`src/rtl/core/sdfs_pkg.sv`:
```
// Shared constants, register indexes and state type for the sprite direction and frame selector.
package sdfs_pkg;

  localparam int MAX_DIRECTIONS = 8;
  localparam int ANGLE_BITS     = 16;
  localparam int DIR_BITS       = $clog2(MAX_DIRECTIONS);
  localparam int REQ_BITS       = 32;
  localparam int CFG_DATA_BITS  = 64;
  localparam int CFG_INDEX_BITS = 3;
  localparam int COUNT_BITS     = 8;
  localparam int DIVISOR_BITS   = COUNT_BITS + 1;
  localparam int BIT_CNT_BITS   = $clog2(REQ_BITS);

  localparam logic [CFG_INDEX_BITS-1:0] REG_DIRECTION_COUNT = 3'd0;
  localparam logic [CFG_INDEX_BITS-1:0] REG_WRAP_MODE       = 3'd1;
  localparam logic [CFG_INDEX_BITS-1:0] REG_ANGLES_FIRST    = 3'd2;
  localparam logic [CFG_INDEX_BITS-1:0] REG_ANGLES_LAST     = 3'd3;
  localparam logic [CFG_INDEX_BITS-1:0] REG_FRAME_COUNTS    = 3'd4;

  localparam logic [1:0] WRAP_MODULO = 2'd0;
  localparam logic [1:0] WRAP_CLAMP  = 2'd1;
  localparam logic [1:0] WRAP_ZIGZAG = 2'd2;

  localparam logic [CFG_DATA_BITS-1:0] FRAME_COUNTS_RESET = 64'h0101_0101_0101_0101;

  typedef enum logic [2:0] {
    ST_IDLE,
    ST_SCAN,
    ST_PREP,
    ST_DIV,
    ST_FIX,
    ST_FIN
  } state_t;

endpackage

```
`src/rtl/core/sprite_direction_frame_select.sv`:
```
// Top level of the sprite direction and frame selector: direction scan, serial modulo, output register.
// Each transfer on the input channel loads either the heading or the frame request, then yields
// exactly one result. The block handles one item at a time: after the accepting cycle it scans
// the directions in use one per cycle, picks the frame count in a preparation state,
// and, only when the request lies outside the frame range under modulo wrapping or under zigzag
// wrapping with more than one frame, runs a restoring remainder that takes one bit of the 32-bit
// request per cycle, followed by a correction step. The result then waits in an output register
// so a new item can be taken meanwhile; the final state stalls until that register is free.
module sprite_direction_frame_select
  import sdfs_pkg::*;
(
  input  logic                      clk,
  input  logic                      rst,
  input  logic                      cfg_we,
  input  logic [CFG_INDEX_BITS-1:0] cfg_index,
  input  logic [CFG_DATA_BITS-1:0]  cfg_data,
  input  logic                      in_valid,
  output logic                      in_ready,
  input  logic                      func,
  input  logic [15:0]               heading,
  input  logic signed [31:0]        frame_request,
  output logic                      out_valid,
  input  logic                      out_ready,
  output logic [2:0]                direction_index,
  output logic [7:0]                frame_number
);

  // Configuration registers.
  logic [3:0]               direction_count;
  logic [1:0]               wrap_mode;
  logic [CFG_DATA_BITS-1:0] angles_first_four;
  logic [CFG_DATA_BITS-1:0] angles_last_four;
  logic [CFG_DATA_BITS-1:0] frame_counts;

  // Held item state.
  logic [15:0]         held_heading;
  logic [REQ_BITS-1:0] held_frame_request;

  state_t state, state_next;

  logic [DIR_BITS-1:0]     scan_idx;
  logic [DIR_BITS-1:0]     best;
  logic [ANGLE_BITS-1:0]   best_dist;
  logic [COUNT_BITS-1:0]   n_reg;
  logic [DIVISOR_BITS-1:0] divisor;
  logic [REQ_BITS-1:0]     shreg;
  logic [DIVISOR_BITS-1:0] rem;
  logic [BIT_CNT_BITS-1:0] bit_cnt;
  logic                    req_neg;
  logic [COUNT_BITS-1:0]   res;

  logic                    fin_load;
  logic                    scan_done;
  logic                    prep_divide;
  logic [DIR_BITS-1:0]     scan_last;
  logic [127:0]            angles_all;
  logic [ANGLE_BITS-1:0]   cur_angle;
  logic [ANGLE_BITS-1:0]   head;
  logic [ANGLE_BITS-1:0]   cur_dist;
  logic [COUNT_BITS-1:0]   n_raw;
  logic [COUNT_BITS-1:0]   n_eff;
  logic                    in_range;
  logic [REQ_BITS-1:0]     req_mag;
  logic [DIVISOR_BITS:0]   rem_sh;
  logic [DIVISOR_BITS-1:0] rem_step;
  logic [DIVISOR_BITS-1:0] fold1;
  logic [DIVISOR_BITS-1:0] fold2;

  // Effective direction count: zero acts as one, anything above the maximum saturates.
  always_comb begin
    if (direction_count == 4'd0) begin
      scan_last = '0;
    end else if (direction_count > 4'(MAX_DIRECTIONS)) begin
      scan_last = DIR_BITS'(MAX_DIRECTIONS - 1);
    end else begin
      scan_last = DIR_BITS'(direction_count - 4'd1);
    end
  end

  assign angles_all = {angles_last_four, angles_first_four};
  assign cur_angle  = angles_all[{scan_idx, 4'b0000} +: ANGLE_BITS];
  assign head       = held_heading[ANGLE_BITS-1:0];
  assign cur_dist   = (cur_angle >= head) ? (cur_angle - head) : (head - cur_angle);
  assign scan_done  = (scan_idx == scan_last);

  assign n_raw    = frame_counts[{best, 3'b000} +: COUNT_BITS];
  assign n_eff    = (n_raw == '0) ? COUNT_BITS'(1) : n_raw;
  assign req_neg  = held_frame_request[REQ_BITS-1];
  assign in_range = !req_neg && (held_frame_request[REQ_BITS-2:COUNT_BITS] == '0)
                    && (held_frame_request[COUNT_BITS-1:0] < n_eff);
  assign req_mag  = req_neg ? (~held_frame_request + REQ_BITS'(1)) : held_frame_request;

  // Modulo and zigzag go through the remainder unless the request is in range or zigzag has
  // a single frame.
  assign prep_divide = !in_range
                       && ((wrap_mode == WRAP_MODULO)
                           || ((wrap_mode == WRAP_ZIGZAG) && (n_eff != COUNT_BITS'(1))));

  // One restoring step per cycle.
  assign rem_sh   = {rem, shreg[REQ_BITS-1]};
  assign rem_step = (rem_sh >= {1'b0, divisor}) ? DIVISOR_BITS'(rem_sh - {1'b0, divisor})
                                                : rem_sh[DIVISOR_BITS-1:0];

  // Truncated remainder of the magnitude becomes a floored one, then zigzag mirrors it.
  assign fold1 = (req_neg && (rem != '0)) ? (divisor - rem) : rem;
  assign fold2 = ((wrap_mode == WRAP_ZIGZAG) && (fold1 >= {1'b0, n_reg})) ? (divisor - fold1)
                                                                         : fold1;

  always_comb begin
    state_next = state;
    case (state)
      ST_IDLE: begin
        if (in_valid) begin
          state_next = ST_SCAN;
        end
      end
      ST_SCAN: begin
        if (scan_done) begin
          state_next = ST_PREP;
        end
      end
      ST_PREP: begin
        state_next = prep_divide ? ST_DIV : ST_FIN;
      end
      ST_DIV: begin
        if (bit_cnt == '0) begin
          state_next = ST_FIX;
        end
      end
      ST_FIX: begin
        state_next = ST_FIN;
      end
      ST_FIN: begin
        if (fin_load) begin
          state_next = ST_IDLE;
        end
      end
      default: begin
        state_next = ST_IDLE;
      end
    endcase
  end

  always_comb begin
    in_ready = (state == ST_IDLE);
    fin_load = (state == ST_FIN) && (!out_valid || out_ready);
  end

  always_ff @(posedge clk) begin
    if (rst) begin
      state <= ST_IDLE;
    end else begin
      state <= state_next;
    end
  end

  always_ff @(posedge clk) begin
    if (rst) begin
      direction_count    <= 4'd1;
      wrap_mode          <= WRAP_MODULO;
      angles_first_four  <= '0;
      angles_last_four   <= '0;
      frame_counts       <= FRAME_COUNTS_RESET;
      held_heading       <= '0;
      held_frame_request <= '0;
      out_valid          <= 1'b0;
    end else begin
      if (cfg_we) begin
        case (cfg_index)
          REG_DIRECTION_COUNT: direction_count   <= cfg_data[3:0];
          REG_WRAP_MODE:       wrap_mode         <= cfg_data[1:0];
          REG_ANGLES_FIRST:    angles_first_four <= cfg_data;
          REG_ANGLES_LAST:     angles_last_four  <= cfg_data;
          REG_FRAME_COUNTS:    frame_counts      <= cfg_data;
          default: begin
          end
        endcase
      end
      if (in_valid && in_ready) begin
        if (func) begin
          held_frame_request <= frame_request;
        end else begin
          held_heading <= heading;
        end
      end
      if (out_valid && out_ready) begin
        out_valid <= 1'b0;
      end
      if (fin_load) begin
        out_valid <= 1'b1;
      end
    end
  end

  always_ff @(posedge clk) begin
    case (state)
      ST_IDLE: begin
        scan_idx <= '0;
      end
      ST_SCAN: begin
        // The first direction always takes the lead; later ones need a strictly smaller distance.
        if ((scan_idx == '0) || (cur_dist < best_dist)) begin
          best      <= scan_idx;
          best_dist <= cur_dist;
        end
        scan_idx <= scan_idx + DIR_BITS'(1);
      end
      ST_PREP: begin
        n_reg   <= n_eff;
        shreg   <= req_mag;
        rem     <= '0;
        bit_cnt <= BIT_CNT_BITS'(REQ_BITS - 1);
        if (wrap_mode == WRAP_ZIGZAG) begin
          divisor <= {n_eff, 1'b0} - DIVISOR_BITS'(2);
        end else begin
          divisor <= {1'b0, n_eff};
        end
        if (in_range) begin
          res <= held_frame_request[COUNT_BITS-1:0];
        end else if (req_neg) begin
          res <= '0;
        end else if (wrap_mode == WRAP_ZIGZAG) begin
          res <= '0;
        end else begin
          res <= n_eff - COUNT_BITS'(1);
        end
      end
      ST_DIV: begin
        rem     <= rem_step;
        shreg   <= {shreg[REQ_BITS-2:0], 1'b0};
        bit_cnt <= bit_cnt - BIT_CNT_BITS'(1);
      end
      ST_FIX: begin
        res <= fold2[COUNT_BITS-1:0];
      end
      ST_FIN: begin
        if (fin_load) begin
          direction_index <= best;
          frame_number    <= res;
        end
      end
      default: begin
      end
    endcase
  end

  a_frame_not_max: assert property (@(posedge clk) disable iff (rst)
    out_valid |-> (frame_number != 8'hFF))
    else $error("frame number reached 255");

  a_rem_below_divisor: assert property (@(posedge clk) disable iff (rst)
    (state == ST_DIV) |-> (rem < divisor))
    else $error("partial remainder not below divisor");

  a_accept_starts_scan: assert property (@(posedge clk) disable iff (rst)
    (in_valid && in_ready) |=> (state == ST_SCAN))
    else $error("accepted item did not start the direction scan");

  a_best_in_range: assert property (@(posedge clk) disable iff (rst)
    (state == ST_PREP) |-> (best <= scan_last))
    else $error("chosen direction beyond the directions in use");

endmodule

```
`config.mk`:
```
export PLATFORM = sky130hd
export DESIGN_NAME = sprite_direction_frame_select
export DESIGN_NICKNAME = d
export VERILOG_FILES = /design/src/rtl/core/sdfs_pkg.sv /design/src/rtl/core/sprite_direction_frame_select.sv
export SDC_FILE = /design/constraint.sdc
export NUM_CORES = 1
export LEC_CHECK = 0
export BUFFER_PORTS_ARGS = -buffer_cell sky130_fd_sc_hd__buf_2
export CORE_MARGIN = 4
export CORE_UTILIZATION = 33
export DETAILED_ROUTE_END_ITERATION = 7
export PLACE_DENSITY = 0.58
export SKIP_CTS_REPAIR_TIMING = 1
export SLEW_MARGIN = 20
export SYNTH_ARGS = -nofsm -noshare
export SYNTH_HDL_FRONTEND = slang
export SYNTH_SLANG_ARGS = --single-unit
```
`constraint.sdc`:
```
create_clock -name clk -period 12.4 [get_ports clk]
set_clock_uncertainty 0.05 [all_clocks]
set_input_delay 1.86 -clock clk [delete_from_list [all_inputs] [get_ports clk]]
set_output_delay 1.86 -clock clk [all_outputs]
set_load 0.02 [all_outputs]
```
# --- After elaboration in Yosys (flattened, before gate mapping) ---
# Index checks and enable logic that the tools add are counted.
op_classes:
  add_sub_neg: 11
  multipliers: 0
  div_mod_pow: 0
  n_lt_le_gt_ge: 6
  eq_ne: 16
  shifts: 2
  muxes: 25
  n_bitwise: 2
  reduce_logical: 38
ops:
  columns: ["operator", "n"]
  rows:
  - ["$shiftx A128 B8 Y16", 1]
  - ["$pmux W32 S2", 1]
  - ["$shiftx A64 B7 Y8", 1]
  - ["$mux W8", 6]
  - ["$add A32 B1 Y32 const B", 1]
  - ["$mux W32", 1]
  - ["$not A32 Y32", 1]
  - ["$sub A16 B16 Y16", 2]
  - ["$logic_not A23 Y1", 1]
  - ["$mux W3", 7]
  - ["$mux W9", 2]
  - ["$pmux W3 S6", 1]
  - ["$pmux W9 S2", 1]
  - ["$reduce_and A2 Y1", 9]
  - ["$sub A9 B9 Y9", 2]
  - ["$ge A16 B16 Y1", 1]
  - ["$lt A16 B16 Y1", 1]
  - ["$mux W16", 1]
  - ["$pmux W8 S2", 1]
  - ["$eq A3 B2 Y1 const B", 4]
  - ["$ge A10 B9 Y1", 1]
  - ["$pmux W5 S2", 1]
  - ["$eq A3 B3 Y1 const B", 3]
  - ["$ge A9 B8 Y1", 1]
  - ["other kinds (27)", 49]
word_totals:
  regBits: 354
  latch_bits: 0
  ram_bits: 0
  mem_bits_ro: 0
  in_bits: 121
  output_inout_bits: 13
  elab_cells: 121
  memories: 0

# --- Depth between registers and ports, before layout ---
# Gate-level depths: netlist of the first run.
logic_depth:
  depth_word: 9
  depth_mapped: 23
  ltp_nobuf: 20

# --- Least setup slack after synthesis of the first run ---
# No wires, ideal clock.
synth_timing:
  path_kind: "register to register"
  from: "register scan_idx[0]"
  to: "register best[0], enable pin"
  setup_time_ps: 426
  arrival_ps: 6460
  t_required_ps: 11924
  setup_slack_ps: 5464
  stages_incl_launch_ff: 23
  path_buffers: 3
  synth_period_minus_slack_ps: 6936
  cell_sequence: "edfxtp_1 > clkbuf_1 > buf_1 > mux4_2 > mux2i_1 > inv_1 > fa_1 > a21oi_1 > o21ai_0 > a2111oi_0 > nor3_1 > o21ai_1 > clkbuf_1 > mux2_2 > ha_1 > a21boi_0 > o21a_1 > o21ai_0 > a21o_1 > a21oi_1 > o31ai_1 > a21oi_1 > o32ai_1"
synth_between:
  elab_chain_cells: 6
  word_cells_on_any_way: 9
  cone_classes: "add/sub (2); order compare (2); shift (1); mux (1); reduce/logical (3)"
synth_lines:
  columns: ["item", "line", "rtl"]
  rows:
  - ["from (decl)", "sprite_direction_frame_select.sv:41", "logic [DIR_BITS-1:0] scan_idx;"]
  - ["from (signal assigned)", "sprite_direction_frame_select.sv:206", "scan_idx <= scan_idx + DIR_BITS'(1);"]
  - ["$shiftx A128 B8 Y16 *", "sprite_direction_frame_select.sv:81", "assign cur_angle = angles_all[{scan_idx, 4'b0000} +: ANGLE_BITS];"]
  - ["$sub A16 B16 Y16 or $ge A16 B16 Y1 (tied branches)", "sprite_direction_frame_select.sv:83", "assign cur_dist = (cur_angle >= head) ? (cur_angle - head) : (head - cur_angle);"]
  - ["$mux W16 *", "sprite_direction_frame_select.sv:83", null]
  - ["via cur_dist[1]", "sprite_direction_frame_select.sv:59", "logic [ANGLE_BITS-1:0] cur_dist;"]
  - ["$lt A16 B16 Y1 *", "sprite_direction_frame_select.sv:202", "if ((scan_idx == '0) || (cur_dist < best_dist)) begin"]
  - ["$logic_or A1 B1 Y1 *", "sprite_direction_frame_select.sv:202", null]
  - ["$reduce_and A2 Y1 (no source line) *", null, null]
  - ["to (signal assigned)", "sprite_direction_frame_select.sv:203", "best <= scan_idx;"]
  - ["to (decl)", "sprite_direction_frame_select.sv:42", "logic [DIR_BITS-1:0] best;"]
# Mark *: on every way through the listed nets, which the timed path passes. The rest lies on a longest branch.
# A chain may end at the register's enable or synchronous reset.

# --- Final worst setup path of the first run ---
layout_timing:
  from: "register scan_idx[0]"
  to: "register best_dist[1], enable pin"
layout_between:
  elab_chain_cells: 6
  word_cells_on_any_way: 9
  cone_classes: "add/sub (2); order compare (2); shift (1); mux (1); reduce/logical (3)"
layout_lines:
  columns: ["item", "line", "rtl"]
  rows:
  - ["$shiftx A128 B8 Y16 *", "sprite_direction_frame_select.sv:81", null]
  - ["$sub A16 B16 Y16 or $ge A16 B16 Y1 (tied branches)", "sprite_direction_frame_select.sv:83", null]
  - ["$mux W16 *", "sprite_direction_frame_select.sv:83", null]
  - ["via cur_dist[1]", "sprite_direction_frame_select.sv:59", null]
  - ["$lt A16 B16 Y1 *", "sprite_direction_frame_select.sv:202", null]
  - ["$logic_or A1 B1 Y1 *", "sprite_direction_frame_select.sv:202", null]
  - ["$reduce_and A2 Y1 (no source line) *", null, null]
  - ["to (signal assigned)", "sprite_direction_frame_select.sv:204", "best_dist <= cur_dist;"]
  - ["to (decl)", "sprite_direction_frame_select.sv:43", "logic [ANGLE_BITS-1:0] best_dist;"]
# Marks and branches as above.

==> flow_summary.json, run 1 <==
{
  "status": "finished, final reports clean",
  "hold_violations": 0,
  "tightest_slew_ns": 0.992,
  "top_regs": "angles_first_four (64), angles_last_four (64), frame_counts (64)",
  "wl_met3_um": 3510,
  "nets": 2430,
  "rsz0062_at_grt": "no",
  "leakage_nw": 8.08,
  "clk_pin_slew_ns": 0.06,
  "yosys_most_used_dff": "dfxtp_1",
  "cp-startpoint": "scan_idx[0]$_SDFFCE_PN0P_",
  "gp_congestion": 0.877,
  "dp.cells": 2918,
  "wl_per_cell_um": 18.0,
  "ys_types": 78,
  "ys_seq_area_share_pct": 43.5,
  "drt_pass1_iterations": 5,
  "die_area_um2": 60500,
  "synthesis.area_um2": 18700,
  "drt-vias-per-instance": 5.18,
  "fin_crit_sh_pct": 54.5,
  "synth_cells": 2142,
  "final_common_cell": "nand2_1",
  "antenna_found_initial": 3,
  "cts.path.max_buffers": 3,
  "port_buffers": 133,
  "slew_violations": 0,
  "highest-signal-layer": "met5",
  "coreArea_um2": 55600,
  "clk_latency_ns": 0.56,
  "cts_buffers": 41,
  "hp-class": "register to register",
  "die_h_um": 246,
  "postSynthAreaPerCell_um2": 8.73,
  "async_flop_share_pct": 0,
  "dr_total_vias": 15500,
  "ios": 134,
  "cts_max_level": 2,
  "drtAntennaViolNets": 0,
  "final_cell_mix": "567 x nand2_1, 311 x a21oi_1, 250 x dfxtp_1",
  "holdCritStartpoint": "res[2]$_DFFE_PN_",
  "timing.rr.start": "scan_idx[0]$_SDFFCE_PN0P_",
  "grt_pass1_vias": 14900,
  "cts_tree": "done",
  "drt_drc_violations_left": 0,
  "cts-root-buf": "clkbuf_16",
  "grt_max_degree": 97,
  "p_per_area_nw_per_um2": 190,
  "fp.dieW_um": 246,
  "grt_pass1_wl_um": 83800,
  "max_freq_mhz": 148,
  "setup_viol": 0,
  "startpoint_type": "register",
  "dpl.hpwl_um": 38500,
  "ys_ff_latch": 354,
  "required_ns": 12.59,
  "start_util_pct": 33.6,
  "cap_violations": 0,
  "slew_headroom_pct": 33.9,
  "dr_wl_met2_um": 24800,
  "rows": 86,
  "yosys_warnings": 0,
  "syn_nets": 2359,
  "multiInputGateArea_um2": 9660,
  "area_delta_synth_final_pct": 14.7,
  "power.total_mw": 4.07,
  "wl_met1_um": 24000,
  "finalSetupTns_ns": 0,
  "grt_overflow": 0,
  "arrival_ns": 6.95,
  "fin_crit_ns": 6.76,
  "critPathMaxFanout": 38,
  "ir_worst_vdd_uv": 105,
  "drive_above_1_share_pct": 13.6,
  "seqCellArea_um2": 8130,
  "critPathKind": "register to register",
  "synth-edff-count": 104,
  "cp-end-kind": "register",
  "r2r_slack_ns": 5.64,
  "fillers": 5616,
  "finalNonFillerCells": 2998,
  "finalWirelength_um": 53900,
  "clkSinkCount": 354,
  "drtIter0Drc": 968,
  "grt.total_usage_pct": 17.4
}
-- worst max-delay path, cell delays in order (launching register included) --
cell and delay (ns):
edfxtp_1 0.32, buf_4 0.56, mux4_2 0.59, mux2i_1 0.36, inv_1 0.15, fa_1 0.43
a21oi_1 0.22, o21ai_0 0.17, a2111oi_0 0.44, nor3_1 0.20, o21ai_1 0.40, buf_4 0.27
mux2_2 0.36, ha_1 0.27, a21boi_0 0.12, o21a_1 0.17, o21ai_0 0.15, a21o_1 0.13
a21oi_1 0.06, o31ai_1 0.27, a21oi_1 0.18, o32ai_2 0.23, buf_4 0.33
-- kinds of logic (layout without fill, tap and decap cells) --
family / after synthesis / count (layout) / synth area share, %
AO/OA/AOI/OAI: 494 / 494 / 15.1
adder cells (fa/ha/maj): 96 / 96 / 6.63
flip-flops: 354 / 354 / 43.5
XOR/XNOR: 69 / 69 / 3.23
other: 0 / 4 / 0
buffers and inverters: 243 / 347 / 5.07
AND/OR/NAND/NOR: 790 / 790 / 17.7
multiplexers: 96 / 96 / 8.76
-- report_power, final --
group / switching (mW) / internal [mW] / leakage (nW)
logic: 0.802 / 0.525 / 4.38
registers: 0.0854 / 1.37 / 2.99
clock network: 0.501 / 0.783 / 0.710
-- cells in the mapped netlist, types with 5 or more instances --
master	number	area share [%]
nand2_1	567	11
a21oi_1	311	8.3
dfxtp_1	250	27
inv_1	116	2.3
clkbuf_1	110	2.2
edfxtp_1	104	17
ha_1	91	6.1
nor2_1	86	1.7
o21ai_0	64	1.7
mux4_2	50	6.0
mux2i_1	36	1.9
xnor2_1	36	1.7
xor2_1	33	1.5
nand3_1	29	0.78
nor3_1	27	0.72
a21o_1	16	0.64
a211oi_1	14	0.56
nor2b_1	14	0.47
o31ai_1	13	0.52
nand2b_1	10	0.33
or3_1	10	0.33
buf_1	9	0.18
a21boi_0	7	0.28
a31oi_1	7	0.23
o41ai_1	7	0.33
or4_1	7	0.28
and3_1	6	0.20
o211ai_1	6	0.24
o22ai_1	6	0.20
or2_2	6	0.20
fa_1	5	0.54
mux2_2	5	0.30
o21a_1	5	0.20
-- worst paths after layout --
| kind | to | cells past startpoint |
|---|---|---|
| max | best_dist[1]$_DFFE_PP_ | 22 |
| min | frame_number[2]$_DFFE_PP_ | 0 |
| max reg2reg | best_dist[1]$_DFFE_PP_ | 22 |
| min reg2reg | frame_number[2]$_DFFE_PP_ | 0 |
-- per-stage QoR --
stage / util, % / setup slack [ns] / instance area, um2 / hold WS (ns)
6_report: 38.5 / 5.64 / 21400 / 0.368
2_1_floorplan: - / 5.46 / 18700 / 0.350
5_1_grt: 38.5 / 5.18 / 21400 / 0.374
3_3_place_gp: 35.9 / 5.75 / 20000 / 0.363
4_1_cts: 38.5 / 5.60 / 21400 / 0.369
3_5_place_dp: 35.9 / 5.62 / 20000 / 0.356
-- layer usage --
layer / global-route usage [%] / up-vias
met5: 0 / -
met4: 5.54 / 2
met3: 2.88 / 88
met2: 28.5 / 457
met1: 23.7 / 7430
li1: - / 7552
-- area by class of cell --
| type | instances | share of cell area (%) |
|---|---|---|
| clock inverter | 20 | 1.09 |
| inverter | 116 | 2.03 |
| multi-input combinational | 1545 | 45.1 |
| timing repair buffer | 155 | 3.90 |
| sequential | 354 | 37.9 |
| tap | 748 | 4.37 |
| antenna | 4 | 0.0467 |
| clock buffer | 56 | 5.58 |
(Power assumes the default switching activity.)
==> run 2: changes to the inputs <==
PLACE_DENSITY = 0.6   (was 0.58)
clock period = 6 ns   (was 12.4 ns; I/O delays follow)
==> run 2 against run 1 <==
Non-clock buffer count up 16; die area did not move; cell count rose by 0.37%; core utilization hardly changed; sequential cell count unchanged; clock power rose by 91%; total power increased by 100%; sequential power grew 110%.
==> flow_summary.json, run 2 (same netlist as run 1, synthesis figures left out) <==
{
  "wl_per_cell_um": 18.0,
  "pwr-share-comb_pct": 33.4,
  "clkSinkCount": 354,
  "required_ns": 6.22,
  "drt_pass1_iterations": 5,
  "leakage_nw": 8.10,
  "critPathKind": "register to register",
  "grt_pass1_vias": 15100,
  "cap_violations": 0,
  "top_regs": "angles_first_four (64), angles_last_four (64), frame_counts (64)",
  "p_per_area_nw_per_um2": 387,
  "arrival_ns": 5.86,
  "rows": 86,
  "tightest_slew_ns": 1.10,
  "drtAntennaViolNets": 0,
  "whs_ns": 0.366,
  "timing.rr.start": "scan_idx[0]$_SDFFCE_PN0P_",
  "critPathMaxFanout": 16,
  "drive_above_1_share_pct": 14.1,
  "max_freq_mhz": 177,
  "hp-class": "register to register",
  "grt_max_degree": 96,
  "slew_headroom_pct": 26.6,
  "fin_area_um2": 21500,
  "cts.path.max_buffers": 3,
  "drtIter0Drc": 1056,
  "fin_crit_sh_pct": 94.0,
  "ios": 134,
  "nets": 2445,
  "power_switching_mw": 2.86,
  "dp.cells": 2932,
  "die_area_um2": 60500,
  "p_clk_share_pct": 29.5,
  "grt.total_usage_pct": 17.5,
  "final_cell_mix": "567 x nand2_1, 311 x a21oi_1, 250 x dfxtp_1",
  "fp.dieW_um": 246,
  "finalWirelength_um": 54100,
  "dr_total_vias": 15500,
  "cts_tree": "done",
  "finalSetupTns_ns": 0,
  "power.total_mw": 8.30,
  "status": "finished, final reports clean",
  "dpl.hpwl_um": 39500,
  "post_dp_cell_area_um2": 20100,
  "hold_violations": 0,
  "holdCritStartpoint": "res[4]$_DFFE_PN_",
  "finalNonFillerCells": 3009,
  "area_delta_synth_final_pct": 14.8,
  "start_util_pct": 33.6,
  "cts_buffers": 40,
  "internal_power_mw": 5.44,
  "ir_worst_vdd_uv": 194,
  "grt_overflow": 0,
  "setup_viol": 0,
  "sw_frac_of_total_pct": 34.4,
  "grt_pass1_wl_um": 84000,
  "timing.rr.end": "best_dist[7]$_DFFE_PP_",
  "startpoint_type": "register",
  "coreArea_um2": 55600,
  "seq_power_share_pct": 37.1,
  "port_buffers": 133,
  "die_h_um": 246,
  "drt_drc_violations_left": 0,
  "slew_violations": 0,
  "fin_crit_ns": 5.64,
  "cts-root-buf": "clkbuf_16",
  "gp_congestion": 0.906,
  "fillers": 5623,
  "clk_pin_slew_ns": 0.06,
  "cts_max_level": 2,
  "r2r_cells": 22,
  "final_common_cell": "nand2_1",
  "worstHoldEndpoint": "frame_number[4]$_DFFE_PP_",
  "drt-vias-per-instance": 5.16,
  "holdPathStages": 0,
  "cp-end-kind": "register",
  "r2r_slack_ns": 0.36,
  "clk_latency_ns": 0.56,
  "antenna_found_initial": 5
}
## run 2: layout make-up
type | instances | area, um2 | area share, %
Tap cell | 748 | 936 | 4.36
Sequential cell | 354 | 8130 | 37.9
Inverter | 116 | 435 | 2.03
Clock inverter | 17 | 181 | 0.845
Clock buffer | 53 | 1120 | 5.22
Multi-Input combinational cell | 1545 | 9670 | 45.1
Antenna cell | 5 | 12.5 | 0.0583
Timing Repair Buffer | 171 | 973 | 4.54
## run 2: power by group through the flow
stage / Sequential [mW] / Clock (mW) / Combinational, mW
finish: 3.08 / 2.45 / 2.77
CTS: 3.10 / 2.52 / 2.75
floorplan: 2.98 / 0 / 2.09
global route: 3.12 / 2.61 / 3.09
detailed placement: 3.15 / 0 / 2.74
global placement: 3.14 / 0 / 2.68
## run 2: worst max-delay path by stage
stage | start | to | slack [ns]
after global routing | scan_idx[0]$_SDFFCE_PN0P_ | best_dist[10]$_DFFE_PP_ | -0.01
after detailed placement | scan_idx[0]$_SDFFCE_PN0P_ | best_dist[10]$_DFFE_PP_ | 0.03
after global placement | scan_idx[0]$_SDFFCE_PN0P_ | best_dist[11]$_DFFE_PP_ | 0.12
after floorplan | scan_idx[2]$_SDFFCE_PN0P_ | best[0]$_DFFE_PP_ | 0.01
after CTS | scan_idx[0]$_SDFFCE_PN0P_ | best_dist[10]$_DFFE_PP_ | 0.02
final | scan_idx[0]$_SDFFCE_PN0P_ | best_dist[7]$_DFFE_PP_ | 0.36
## run 2: worst max-delay path: stages (launching register included)
cell and delay (ns):
edfxtp_1 0.33, buf_4 0.19, mux4_2 0.51, mux2i_1 0.21, ha_1 0.18, inv_1 0.06
fa_1 0.40, a21oi_1 0.24, o21ai_1 0.13, a2111oi_0 0.40, nor3_1 0.14, buf_4 0.17
o21a_1 0.26, or3_1 0.36, o21ai_0 0.11, xnor2_1 0.18, ha_1 0.28, a21o_1 0.19
a21o_1 0.17, a21oi_1 0.16, a21oi_1 0.15, o32ai_4 0.24, buf_12 0.21
## run 2: metrics by stage
step,setup WS (ns),utilization (%)
6_report,0.358,38.6
5_1_grt,-0.0110,38.6
4_1_cts,0.0196,38.5
3_5_place_dp,0.0255,36.2
3_3_place_gp,0.116,36.2
2_1_floorplan,0.0130,-
## run 2: layer usage
metal	track usage (%)	vias to the layer above	part of all wire (%)	wire length [um]
li1	-	7572	-	-
met5	0	-	0	0
met3	3.30	83	6.9	3730
met2	29.1	459	47	25400
met4	5.39	0	2.9	1570
met1	23.2	7418	43	23400
==> run 3: changes to the inputs <==
==> constraint.sdc (replaced) <==
create_clock -name clk -period 6 [get_ports clk]
set_clock_uncertainty 0.05 [all_clocks]
set_input_delay 0.3 -clock clk [delete_from_list [all_inputs] [get_ports clk]]
set_output_delay 0.3 -clock clk [all_outputs]
set_load 0.02 [all_outputs]
==> run 3 against run 2 <==
Register-to-register slack about the same; largest cell class unchanged; setup slack gained 0.010 ns; clock power about the same.
==> flow_summary.json, run 3 (same netlist as run 1, synthesis figures left out) <==
{
  "grt_pass1_vias": 15100,
  "timing.final.ws_setup_ns": 0.368,
  "dp.cells": 2932,
  "cp_slowest_stage_delay_ns": 0.51,
  "required_ns": 6.22,
  "setup_viol": 0,
  "grt_max_degree": 96,
  "cts_buffers": 40,
  "fin_crit_ns": 5.63,
  "fin_crit_sh_pct": 93.9,
  "clkSinkCount": 354,
  "clk_pin_slew_ns": 0.06,
  "tightest_slew_ns": 1.10,
  "finalNonFillerCells": 3109,
  "clk_latency_ns": 0.56,
  "p_per_area_nw_per_um2": 372,
  "dpl.hpwl_um": 39500,
  "drtAntennaViolNets": 0,
  "rows": 86,
  "crit_buf_inv": 4,
  "finalSetupTns_ns": 0,
  "gp_congestion": 0.906,
  "max_freq_mhz": 178,
  "grt_overflow": 0,
  "top_regs": "angles_first_four (64), angles_last_four (64), frame_counts (64)",
  "path_cells": "buf_4 -> mux4_2 -> mux2i_1 -> ha_1 -> inv_1 -> fa_1 -> a21oi_1 -> o21ai_1 -> a2111oi_0 -> nor3_1 -> buf_4 -> o21a_1 -> or3_1 -> o21ai_0 -> xnor2_1 -> ha_1 -> a21o_1 -> a21o_1 -> a21oi_1 -> a21oi_1 -> o32ai_4 -> buf_12",
  "dr_total_vias": 15900,
  "drt_pass1_iterations": 6,
  "grt_pass1_wl_um": 84000,
  "finalWirelength_um": 55200,
  "wl_per_cell_um": 17.8,
  "area_delta_synth_final_pct": 20.1,
  "start_util_pct": 33.6,
  "nets": 2544,
  "critPathKind": "register to register",
  "leakage_nw": 8.51,
  "port_buffers": 133,
  "fp.dieW_um": 246,
  "cpMaxStageDelayCell": "mux4_2",
  "die_h_um": 246,
  "cts_tree": "done",
  "grt.total_usage_pct": 17.5,
  "cap_violations": 0,
  "crit_path_frequent_cell": "a21oi_1",
  "startpoint_type": "register",
  "critPathMaxFanout": 16,
  "power.total_mw": 8.36,
  "cts_max_level": 2,
  "cp-end-kind": "register",
  "slew_violations": 0,
  "ios": 134,
  "hp-class": "input pin to register",
  "crit_family": "compound AO/OA/AOI/OAI gates",
  "holdCritStartpoint": "cfg_data[36]",
  "hold_violations": 0,
  "status": "finished, final reports clean",
  "drive_above_1_share_pct": 13.5,
  "antenna_found_initial": 5,
  "cts.path.max_buffers": 3,
  "drt_drc_violations_left": 0,
  "drtIter0Drc": 1052,
  "cp-startpoint": "scan_idx[0]$_SDFFCE_PN0P_",
  "dpl_worst_slack_ns": 0.0255,
  "ir_worst_vdd_uv": 197,
  "coreArea_um2": 55600,
  "timing.rr.start": "scan_idx[0]$_SDFFCE_PN0P_",
  "final_cell_mix": "567 x nand2_1, 311 x a21oi_1, 250 x dfxtp_1",
  "final_common_cell": "nand2_1",
  "die_area_um2": 60500,
  "drt-vias-per-instance": 5.11,
  "final_core_util_pct": 40.4,
  "arrival_ns": 5.86,
  "cts-root-buf": "clkbuf_16",
  "slew_headroom_pct": 26.8
}
-- run 3: cell types whose count changed in the layout (fill, tap and decap cells not counted), sizes merged --
cell and change:
dlygate4sd3 +99, diode +1
-- run 3: through the flow --
stage               instance area (um2)  hold WS (ns)
floorplan                         18700         0.350
global placement                  20100         0.361
detailed placement                20100         0.355
CTS                               21400        -0.102
global route                      22400      0.000300
finish                            22500       0.00133
-- run 3: worst paths after layout --
check | to | depth (start not counted) | slack (ns)
worst min-delay path | frame_counts[36]$_SDFFE_PP0P_ | 3 | 0.001
worst min register to register | frame_number[4]$_DFFE_PP_ | 0 | 0.37
worst max-delay path | best_dist[7]$_DFFE_PP_ | 22 | 0.37
worst max register to register | best_dist[7]$_DFFE_PP_ | 22 | 0.37
-- run 3: tightest hold or removal path: cells and delay by family --
family / cells / cell delay [ns]
simple gates: 1 / 0.06
compound gates: 1 / 0.05
buf+inv: 1 / 0.14
-- run 3: power by group --
part	internal [mW]	switching [mW]	total [mW]	leakage [nW]
logic	1.20	1.62	2.82	4.88
registers	2.83	0.248	3.08	2.99
clock network	1.45	1.00	2.45	0.648
total	5.49	2.87	8.36	8.51
-- run 3: final cells by class --
class                   count  area [um2]
clock buffers              53        1120
diodes                      6        15.0
well taps                 748         936
inverters                 116         435
repair buffers            270        1960
flip-flops and latches    354        8130
fillers                  5508       33200
clock inverters            17         181
multi-input cells        1545        9670
-- run 3: routing by layer --
| metal | up-vias | part of all wire [%] | GRT usage [%] |
|---|---|---|---|
| li1 | 7769 | - | - |
| met1 | 7572 | 43 | 23.2 |
| met2 | 457 | 47 | 29.1 |
| met3 | 85 | 6.3 | 3.30 |
| met4 | 0 | 3.1 | 5.39 |
| met5 | - | 0 | 0 |
